[config.mk]
export PLATFORM = sky130hd
export DESIGN_NAME = json_string_unescape_utf8
export DESIGN_NICKNAME = d
export VERILOG_FILES = /design/src/hw/rtl/jsu_pkg.sv /design/src/hw/rtl/jsu_front.sv /design/src/hw/rtl/jsu_queue.sv /design/src/hw/rtl/jsu_back.sv /design/src/hw/rtl/json_string_unescape_utf8.sv
export SDC_FILE = /design/constraint.sdc
export NUM_CORES = 1
export LEC_CHECK = 0
export ABC_CLOCK_PERIOD_IN_PS = 4000
export BUFFER_PORTS_ARGS = -buffer_cell sky130_fd_sc_hd__clkbuf_2
export CORE_ASPECT_RATIO = 0.8
export CORE_UTILIZATION = 35
export CTS_CLUSTER_SIZE = 40
export DETAILED_ROUTE_END_ITERATION = 10
export GPL_ROUTABILITY_DRIVEN = 0
export SLEW_MARGIN = 20
export SYNTH_ARGS = -nofsm -noshare
export SYNTH_HDL_FRONTEND = slang
export SYNTH_SLANG_ARGS = --single-unit
[constraint.sdc]
create_clock -name clock -period 4 [get_ports clock]
set_clock_uncertainty 0.15 [all_clocks]
set_input_delay 0.2 -clock clock [delete_from_list [all_inputs] [get_ports clock]]
set_output_delay 0.2 -clock clock [all_outputs]
set_load 0.005 [all_outputs]
[src/hw/rtl/jsu_pkg.sv]
// Shared types and codes for the JSON string unescape block.
package jsu_pkg;

   // Result kinds
   localparam logic [2:0] KIND_DATA = 3'd0;
   localparam logic [2:0] KIND_END  = 3'd1;
   localparam logic [2:0] KIND_ESC  = 3'd2;
   localparam logic [2:0] KIND_HEX  = 3'd3;
   localparam logic [2:0] KIND_SURR = 3'd4;
   localparam logic [2:0] KIND_NUL  = 3'd5;

   // Input beat
   typedef struct packed {
      logic [7:0] in_byte;
      logic       new_string;
   } req_type;

   // Result beat
   typedef struct packed {
      logic [7:0] out_byte;
      logic [2:0] kind;
      logic       last;
   } rsp_type;

   // One decoded event from the front: a raw byte, a code point or a status
   typedef struct packed {
      logic [2:0]  kind;
      logic        raw;
      logic [20:0] cp;
   } job_type;

endpackage

[src/hw/rtl/jsu_front.sv]
// Front end: accepts body bytes, tracks escape state, queues decoded events.
module jsu_front
   import jsu_pkg::*;
(
   input  logic    clock,
   input  logic    reset,
   input  logic    req_valid,
   output logic    req_stall,
   input  req_type req_data,
   output logic    push,
   output job_type push_job,
   input  logic    full
);

   typedef enum logic [6:0] {
      PH_HALT   = 7'b0000001,
      PH_BODY   = 7'b0000010,
      PH_ESC    = 7'b0000100,
      PH_HEX1   = 7'b0001000,
      PH_WANTBS = 7'b0010000,
      PH_WANTU  = 7'b0100000,
      PH_HEX2   = 7'b1000000
   } phase_type;

   localparam logic [7:0] CH_BSLASH = 8'h5C;
   localparam logic [7:0] CH_QUOTE  = 8'h22;
   localparam logic [7:0] CH_SLASH  = 8'h2F;
   localparam logic [7:0] CH_U      = 8'h75;

   phase_type   phase_ff, phase_in, phase_cur;
   logic [15:0] hex_ff, hex_in, hex_next;
   logic [1:0]  cnt_ff, cnt_in;
   logic [9:0]  high_ff, high_in;
   logic        accept;
   logic [7:0]  c;
   logic        dig_ok;
   logic [3:0]  dig;

   // Decode one hex digit
   function automatic logic [4:0] hex_digit(input logic [7:0] ch);
      logic [4:0] r;
      r = '0;
      if (ch >= 8'h30 && ch <= 8'h39) begin
         r = {1'b1, 4'(ch - 8'h30)};
      end else if (ch >= 8'h41 && ch <= 8'h46) begin
         r = {1'b1, 4'(ch - 8'h37)};
      end else if (ch >= 8'h61 && ch <= 8'h66) begin
         r = {1'b1, 4'(ch - 8'h57)};
      end
      return r;
   endfunction

   assign req_stall = full;
   assign accept    = req_valid && !full;
   assign c         = req_data.in_byte;
   assign {dig_ok, dig} = hex_digit(c);
   assign hex_next  = {hex_ff[11:0], dig};
   assign phase_cur = req_data.new_string ? PH_BODY : phase_ff;

   // Advance the decoder on each accepted beat
   always_comb begin
      phase_in = phase_ff;
      hex_in   = hex_ff;
      cnt_in   = cnt_ff;
      high_in  = high_ff;
      push     = 1'b0;
      push_job = '0;
      if (accept) begin
         phase_in = phase_cur;
         if (req_data.new_string) begin
            hex_in  = '0;
            cnt_in  = '0;
            high_in = '0;
         end
         case (phase_cur)
            PH_BODY: begin
               if (c == CH_BSLASH) begin
                  phase_in = PH_ESC;
               end else if (c == CH_QUOTE) begin
                  push = 1'b1; push_job.kind = KIND_END; phase_in = PH_HALT;
               end else if (c == 8'h00) begin
                  push = 1'b1; push_job.kind = KIND_NUL; phase_in = PH_HALT;
               end else if (c < 8'h20) begin
                  push = 1'b1; push_job.kind = KIND_ESC; phase_in = PH_HALT;
               end else begin
                  push = 1'b1; push_job.raw = 1'b1; push_job.cp = {13'd0, c};
               end
            end
            PH_ESC: begin
               phase_in = PH_BODY;
               push     = 1'b1;
               case (c)
                  CH_QUOTE, CH_SLASH, CH_BSLASH: push_job.cp = {13'd0, c};
                  8'h62: push_job.cp = 21'h08;
                  8'h66: push_job.cp = 21'h0C;
                  8'h6E: push_job.cp = 21'h0A;
                  8'h72: push_job.cp = 21'h0D;
                  8'h74: push_job.cp = 21'h09;
                  CH_U: begin
                     push     = 1'b0;
                     phase_in = PH_HEX1;
                     hex_in   = '0;
                     cnt_in   = '0;
                  end
                  default: begin
                     push_job.kind = KIND_ESC;
                     phase_in      = PH_HALT;
                  end
               endcase
            end
            PH_WANTBS: begin
               if (c != CH_BSLASH) begin
                  push = 1'b1; push_job.kind = KIND_SURR; phase_in = PH_HALT;
               end else begin
                  phase_in = PH_WANTU;
               end
            end
            PH_WANTU: begin
               if (c != CH_U) begin
                  push = 1'b1; push_job.kind = KIND_SURR; phase_in = PH_HALT;
               end else begin
                  phase_in = PH_HEX2;
                  hex_in   = '0;
                  cnt_in   = '0;
               end
            end
            PH_HEX1, PH_HEX2: begin
               if (!dig_ok) begin
                  push = 1'b1; push_job.kind = KIND_HEX; phase_in = PH_HALT;
               end else begin
                  hex_in = hex_next;
                  if (cnt_ff != 2'd3) begin
                     cnt_in = cnt_ff + 2'd1;
                  end else begin
                     cnt_in = '0;
                     if (phase_cur == PH_HEX1) begin
                        // hold a high surrogate and wait for its partner
                        if (hex_next[15:10] == 6'b110110) begin
                           high_in  = hex_next[9:0];
                           phase_in = PH_WANTBS;
                        end else begin
                           push        = 1'b1;
                           push_job.cp = {5'd0, hex_next};
                           phase_in    = PH_BODY;
                        end
                     end else if (hex_next[15:10] != 6'b110111) begin
                        push = 1'b1; push_job.kind = KIND_SURR; phase_in = PH_HALT;
                     end else begin
                        push        = 1'b1;
                        push_job.cp = {1'b0, high_ff, hex_next[9:0]} + 21'h10000;
                        phase_in    = PH_BODY;
                     end
                  end
               end
            end
            default: phase_in = PH_HALT;
         endcase
      end
   end

   // State registers
   always_ff @(posedge clock) begin
      if (reset) begin
         phase_ff <= PH_HALT;
         hex_ff   <= '0;
         cnt_ff   <= '0;
         high_ff  <= '0;
      end else begin
         phase_ff <= phase_in;
         hex_ff   <= hex_in;
         cnt_ff   <= cnt_in;
         high_ff  <= high_in;
      end
   end

endmodule

[src/hw/rtl/jsu_queue.sv]
// Event queue between the front end and the output expander.
module jsu_queue
   import jsu_pkg::*;
#(
   parameter int DEPTH = 4
) (
   input  logic    clock,
   input  logic    reset,
   input  logic    push,
   input  job_type push_job,
   output logic    full,
   input  logic    pop,
   output logic    head_valid,
   output job_type head_job
);

   localparam int PTR_W = (DEPTH > 1) ? $clog2(DEPTH) : 1;
   localparam int CNT_W = $clog2(DEPTH + 1);

   job_type            entry_ff [DEPTH];
   logic [PTR_W-1:0]   wr_ptr_ff, wr_ptr_in, rd_ptr_ff, rd_ptr_in;
   logic [CNT_W-1:0]   count_ff, count_in;
   logic               do_push, do_pop;

   assign full       = (count_ff == CNT_W'(DEPTH));
   assign head_valid = (count_ff != '0);
   assign head_job   = entry_ff[rd_ptr_ff];
   assign do_push    = push && !full;
   assign do_pop     = pop && head_valid;

   // Advance pointers and occupancy
   always_comb begin
      wr_ptr_in = wr_ptr_ff;
      rd_ptr_in = rd_ptr_ff;
      count_in  = count_ff;
      if (do_push) begin
         wr_ptr_in = (wr_ptr_ff == PTR_W'(DEPTH - 1)) ? '0 : wr_ptr_ff + 1'b1;
      end
      if (do_pop) begin
         rd_ptr_in = (rd_ptr_ff == PTR_W'(DEPTH - 1)) ? '0 : rd_ptr_ff + 1'b1;
      end
      if (do_push && !do_pop) begin
         count_in = count_ff + 1'b1;
      end else if (do_pop && !do_push) begin
         count_in = count_ff - 1'b1;
      end
   end

   always_ff @(posedge clock) begin
      if (reset) begin
         wr_ptr_ff <= '0;
         rd_ptr_ff <= '0;
         count_ff  <= '0;
      end else begin
         wr_ptr_ff <= wr_ptr_in;
         rd_ptr_ff <= rd_ptr_in;
         count_ff  <= count_in;
      end
   end

   // Store entries
   always_ff @(posedge clock) begin
      if (do_push) begin
         entry_ff[wr_ptr_ff] <= push_job;
      end
   end

   a_count_bound : assert property (@(posedge clock) disable iff (reset)
      count_ff <= CNT_W'(DEPTH))
      else $error("queue occupancy exceeds depth");

   a_push_lands : assert property (@(posedge clock) disable iff (reset)
      (do_push && !do_pop) |=> (count_ff == $past(count_ff) + 1'b1))
      else $error("push lost from queue");

endmodule

[src/hw/rtl/jsu_back.sv]
// Back end: expands queued events into UTF-8 result beats.
module jsu_back
   import jsu_pkg::*;
(
   input  logic    clock,
   input  logic    reset,
   input  logic    head_valid,
   input  job_type head_job,
   output logic    pop,
   output logic    rsp_valid,
   input  logic    rsp_stall,
   output rsp_type rsp_data
);

   logic [1:0] idx_ff, idx_in;
   logic [1:0] last_idx;
   logic       load;
   logic       rsp_valid_ff, rsp_valid_in;
   rsp_type    rsp_data_ff, rsp_data_in;

   // Number of bytes an event expands to, minus one
   function automatic logic [1:0] byte_span(input job_type j);
      logic [1:0] r;
      if (j.raw || j.kind != KIND_DATA || j.cp <= 21'h7F) begin
         r = 2'd0;
      end else if (j.cp <= 21'h7FF) begin
         r = 2'd1;
      end else if (j.cp <= 21'hFFFF) begin
         r = 2'd2;
      end else begin
         r = 2'd3;
      end
      return r;
   endfunction

   // Byte at a given position of the encoded sequence
   function automatic logic [7:0] utf8_byte(input job_type j, input logic [1:0] span,
                                            input logic [1:0] pos);
      logic [7:0] r;
      r = 8'h00;
      if (j.kind == KIND_DATA) begin
         case (span)
            2'd0: r = j.cp[7:0];
            2'd1: r = (pos == 2'd0) ? {3'b110, j.cp[10:6]} : {2'b10, j.cp[5:0]};
            2'd2: begin
               case (pos)
                  2'd0:    r = {4'b1110, j.cp[15:12]};
                  2'd1:    r = {2'b10, j.cp[11:6]};
                  default: r = {2'b10, j.cp[5:0]};
               endcase
            end
            default: begin
               case (pos)
                  2'd0:    r = {5'b11110, j.cp[20:18]};
                  2'd1:    r = {2'b10, j.cp[17:12]};
                  2'd2:    r = {2'b10, j.cp[11:6]};
                  default: r = {2'b10, j.cp[5:0]};
               endcase
            end
         endcase
      end
      return r;
   endfunction

   assign last_idx = byte_span(head_job);
   assign load     = head_valid && (!rsp_valid_ff || !rsp_stall);
   assign pop      = load && (idx_ff == last_idx);

   // Load the output register and step through the bytes of the event
   always_comb begin
      idx_in       = idx_ff;
      rsp_valid_in = rsp_valid_ff && rsp_stall;
      rsp_data_in  = rsp_data_ff;
      if (load) begin
         rsp_valid_in         = 1'b1;
         rsp_data_in.out_byte = utf8_byte(head_job, last_idx, idx_ff);
         rsp_data_in.kind     = head_job.kind;
         rsp_data_in.last     = (idx_ff == last_idx);
         idx_in               = (idx_ff == last_idx) ? 2'd0 : idx_ff + 2'd1;
      end
   end

   always_ff @(posedge clock) begin
      if (reset) begin
         idx_ff       <= '0;
         rsp_valid_ff <= 1'b0;
      end else begin
         idx_ff       <= idx_in;
         rsp_valid_ff <= rsp_valid_in;
      end
   end

   // Hold the payload
   always_ff @(posedge clock) begin
      rsp_data_ff <= rsp_data_in;
   end

   assign rsp_valid = rsp_valid_ff;
   assign rsp_data  = rsp_data_ff;

   a_status_is_last : assert property (@(posedge clock) disable iff (reset)
      (rsp_valid_ff && rsp_data_ff.kind != KIND_DATA) |-> rsp_data_ff.last)
      else $error("status beat not marked last");

   a_status_zero_byte : assert property (@(posedge clock) disable iff (reset)
      (rsp_valid_ff && rsp_data_ff.kind != KIND_DATA) |-> (rsp_data_ff.out_byte == 8'h00))
      else $error("status beat carries a byte");

   a_idx_in_span : assert property (@(posedge clock) disable iff (reset)
      head_valid |-> (idx_ff <= last_idx))
      else $error("byte index beyond event length");

   a_idle_idx : assert property (@(posedge clock) disable iff (reset)
      !head_valid |-> (idx_ff == 2'd0))
      else $error("byte index left set with empty queue");

endmodule

[src/hw/rtl/json_string_unescape_utf8.sv]
// Top level of the JSON string body decoder with UTF-8 output.
//
//   channel   dir   handshake               payload
//   req       in    req_valid / req_stall   req_data  (in_byte, new_string)
//   rsp       out   rsp_valid / rsp_stall   rsp_data  (out_byte, kind, last)
//
// One input beat is taken per cycle while the event queue has room.
// Each event drains at one result beat per cycle from the output register while rsp is not stalled;
// a \uXXXX escape gives 1 to 3 beats and a surrogate pair gives 4, so its expansion sets the drain time.
// Synchronous reset clears the decoder state, queue pointers and output valid.
// A stall on rsp fills the queue (QUEUE_DEPTH events) before req_stall rises.
module json_string_unescape_utf8
   import jsu_pkg::*;
#(
   parameter int QUEUE_DEPTH = 4
) (
   input  logic    clock,
   input  logic    reset,
   input  logic    req_valid,
   output logic    req_stall,
   input  req_type req_data,
   output logic    rsp_valid,
   input  logic    rsp_stall,
   output rsp_type rsp_data
);

   logic    push, full, pop, head_valid;
   job_type push_job, head_job;

   jsu_front u_front (
      .clock     (clock),
      .reset     (reset),
      .req_valid (req_valid),
      .req_stall (req_stall),
      .req_data  (req_data),
      .push      (push),
      .push_job  (push_job),
      .full      (full)
   );

   jsu_queue #(
      .DEPTH (QUEUE_DEPTH)
   ) u_queue (
      .clock      (clock),
      .reset      (reset),
      .push       (push),
      .push_job   (push_job),
      .full       (full),
      .pop        (pop),
      .head_valid (head_valid),
      .head_job   (head_job)
   );

   jsu_back u_back (
      .clock      (clock),
      .reset      (reset),
      .head_valid (head_valid),
      .head_job   (head_job),
      .pop        (pop),
      .rsp_valid  (rsp_valid),
      .rsp_stall  (rsp_stall),
      .rsp_data   (rsp_data)
   );

endmodule
==> flow_metrics.py <==
metrics = {
    "global_route": {
        "grt_pass1_vias": 5308,
        "grtUsageTotal_pct": 16.67,
        "grt_antenna_before_repair": 0,
        "grt_max_degree": 44,
        "grt_overflow": 0,
        "grt_pass1_wl_um": 28420,
    },
    "yosys": {
        "synth.avg_cell_area_um2": 12.05,
        "yosys.area.top_type_share_pct": 44.79,
        "ys_async_sr_fraction_pct": 0,
        "synth-seq-cells": 155,
        "syn-cell-area_um2": 7508,
        "synth-edff-count": 112,
        "postSynthCellCount": 623,
        "synth-main-ff-cell": "edfxtp_1",
        "synth_area_leaders": "edfxtp_1, dfxtp_1, mux4_2",
        "syn_nets": 658,
        "yosys_warnings": 0,
        "ys_types": 68,
        "yosysTopAreaCell": "edfxtp_1",
        "yosysSeqAreaShare_pct": 56.26,
    },
    "clock_tree": {
        "clock_path_buffers": 2,
        "cts_tree": "done",
        "htreeDepth": 4,
        "clkTransAtPathRegs_ns": 0.06,
        "clk_latency_ns": 0.42,
        "cts_buffers": 17,
        "clock_sink_count": 155,
        "cts-root-buf": "clkbuf_16",
    },
    "die": {
        "initial_utilization_pct": 35.97,
        "rows": 47,
        "core_area_um2": 20880,
        "ios": 27,
        "dieArea_um2": 22050,
        "die-height_um": 133.0,
        "die_width_um": 165.8,
    },
    "worst_setup_path": {
        "r2r_slack_ns": 0.17,
        "crit_slowest_cell": "mux4_2",
        "rr_worst_depth": 12,
        "crit_top_cell": "or3_1",
        "cp_data_required_time_ns": 4.18,
        "path_max_fanout": 4,
        "critPathMaxStageDelay_ns": 0.53,
        "crit_path_start_kind": "flip-flop",
        "path_cells": "mux4_2 -> or3_1 -> or2_1 -> a31oi_1 -> nor2_1 -> a211oi_4 -> ha_1 -> inv_1 -> fa_1 -> xor2_1 -> or3_1 -> a21oi_1",
        "worstPathArrival_ns": 4.01,
        "critical_path_class": "reg -> reg",
        "cp-end-kind": "flip-flop",
    },
    "placed_design": {
        "dp_cells": 899,
        "hpwlAfterDp_um": 11960,
        "place_area_um2": 7945,
        "numPortBuffers": 26,
    },
    "detailed_routing": {
        "post-route-drc-count": 4,
        "drt_wl_total_um": 17320,
        "wl_per_cell_um": 18.56,
        "drt_iter0_markers": 684,
        "vias_per_cell": 5.606,
        "firstDrtPassIters": 10,
        "vias": 5230,
        "ant_nets": 0,
    },
    "sta": {
        "clock.fmax_mhz": 260.9,
        "drv_slew": 0,
        "tightestPinTransition_ns": 1.064,
        "setup_tns_ns": 0,
        "grt_setup_unrepaired": "false",
        "period_share_pct": 95.83,
        "finalSetupViolations": 0,
        "hold_viol_final": 0,
        "max_slew_margin_pct": 28.56,
        "min_period_ns": 3.833,
    },
    "hold_path": {
        "holdPathStages": 4,
        "hold_class": "in -> reg",
    },
    "pwr": {
        "irDropWorstVdd_mv": 0.3038,
        "powerDensity_nw_per_um2": 567.9,
        "power_leakage_nw": 2.930,
    },
    "cells_and_area": {
        "postLayoutCellArea_um2": 8610,
        "stdcell_count": 933,
        "drive_above_1_share_pct": 17.17,
        "nets": 686,
        "antenna_cells": 0,
        "layout-area-overhead-vs-synth_pct": 14.66,
    },
    "run": {
        "max_cap_violations": 0,
    },
    "run_status": {
        "violations": "design-rule violations",
        "status": "finished, violations left",
    },
}
## stage by stage
step,utilization [%],total power [mW],setup slack [ns],hold slack [ns]
after floorplan,-,2.875,0.4362,0.1860
after global placement,38.06,3.202,0.1689,0.2877
after detailed placement,38.06,3.219,0.04672,0.3076
after CTS,41.11,4.895,0.06252,0.1000
after global routing,41.24,5.117,0.02907,0.1375
final,41.24,4.889,0.1668,0.1138
## critical path, delay by kind of cell (launching register included)
family	cells	cell delay, ns
compound gates	3	0.72
xor+xnor	1	0.17
fa+ha+maj	2	0.60
buf+inv	1	0.06
flops	1	0.41
mux	1	0.53
simple gates	4	1.10
## Yosys cell counts (6+ instances only)
| master | n |
|---|---|
| nand2_1 | 48 |
| nand3_1 | 15 |
| and2_1 | 10 |
| dfxtp_1 | 43 |
| nor2_1 | 76 |
| mux4_2 | 25 |
| edfxtp_1 | 112 |
| ha_1 | 21 |
| nor3_1 | 12 |
| a21oi_1 | 26 |
| a221oi_1 | 6 |
| nor2b_1 | 6 |
| o21ai_0 | 18 |
| and3_1 | 10 |
| a222oi_1 | 7 |
| o31ai_1 | 6 |
| inv_1 | 18 |
| a22oi_1 | 28 |
| mux2i_1 | 6 |
| clkbuf_1 | 23 |
| nand2b_1 | 7 |
## path summary, 6_finish.rpt
path                         start                   to
setup / recovery         flip-flop  u_queue.count_ff[2]
hold / removal           req_valid  u_front.phase_ff[1]
setup reg to reg         flip-flop  u_queue.count_ff[2]
hold reg to reg   u_back.rsp_valid     u_back.rsp_valid
## power by group
part           internal [mW]  switching (mW)  total (mW)
clock                   1.02           0.641        1.66
sequential              1.87          0.0706        1.94
combinational          0.560           0.727        1.29
## layer usage
layer	GRT usage (%)	share of wire (%)	wire [µm]
met2	25.40	44	7624
met5	0	0	0
met1	22.89	48	8371
met4	5.659	2.0	347
met3	4.607	5.6	975
## repair_timing
item	CTS	global route
hold buffers	1	0
endpoints found under the setup margin	1	7
gates resized for setup	1	7
pin swaps	0	2
hold endpoints to repair	1	0
buffers inserted	0	1
## state kept, by name (all words and copies together), names as in the netlist, named ones only
name / count
u_back.idx_ff: 2
u_queue.entry_ff: 100
u_front.high_ff: 10
u_front.hex_ff: 12
u_back.rsp_valid: 1
u_front.phase_ff: 7
u_queue.count_ff: 3
u_queue.wr_ptr_ff: 2
u_queue.rd_ptr_ff: 2
u_back.rsp_data: 12
u_front.cnt_ff: 2
## cell usage in the layout, fill, tap and decap left out, types with 3 or more instances in the layout
cell type	n
edfxtp_1	112
nor2_1	76
nand2_1	48
dfxtp_1	42
a22oi_1	28
a21oi_1	26
clkbuf_2	26
mux4_2	25
ha_1	21
inv_1	18
clkbuf_16	17
o21ai_0	16
nand3_1	15
buf_4	13
nor3_1	10
and3_1	10
and2_1	10
nand2b_1	7
a222oi_1	7
nor2b_1	6
mux2i_1	6
o31ai_1	6
a221oi_1	6
nor3b_1	5
nor4_1	5
a211oi_1	5
nand3b_1	5
xnor2_1	5
a22o_1	5
a21o_1	4
o21bai_1	4
xor2_1	4
clkinv_4	4
a31oi_1	3
bufinv_16	3
## cells by family after synthesis
family / Yosys count / synth area share, %
flops: 155 / 56.26
buf+inv: 50 / 2.766
mux: 32 / 8.499
xor+xnor: 9 / 1.050
simple gates: 222 / 14.75
compound gates: 133 / 12.91
fa+ha+maj: 22 / 3.766
## cell type report
type,count,area (µm²)
Fill cell,1882,12270
Sequential cell,155,4225
Multi-Input combinational cell,418,3103
Clock buffer,19,452.9
Tap cell,269,336.6
Timing Repair Buffer,41,257.7
Clock inverter,13,166.4
Inverter,18,67.56
No activity file was read; power rests on OpenSTA's default activity.
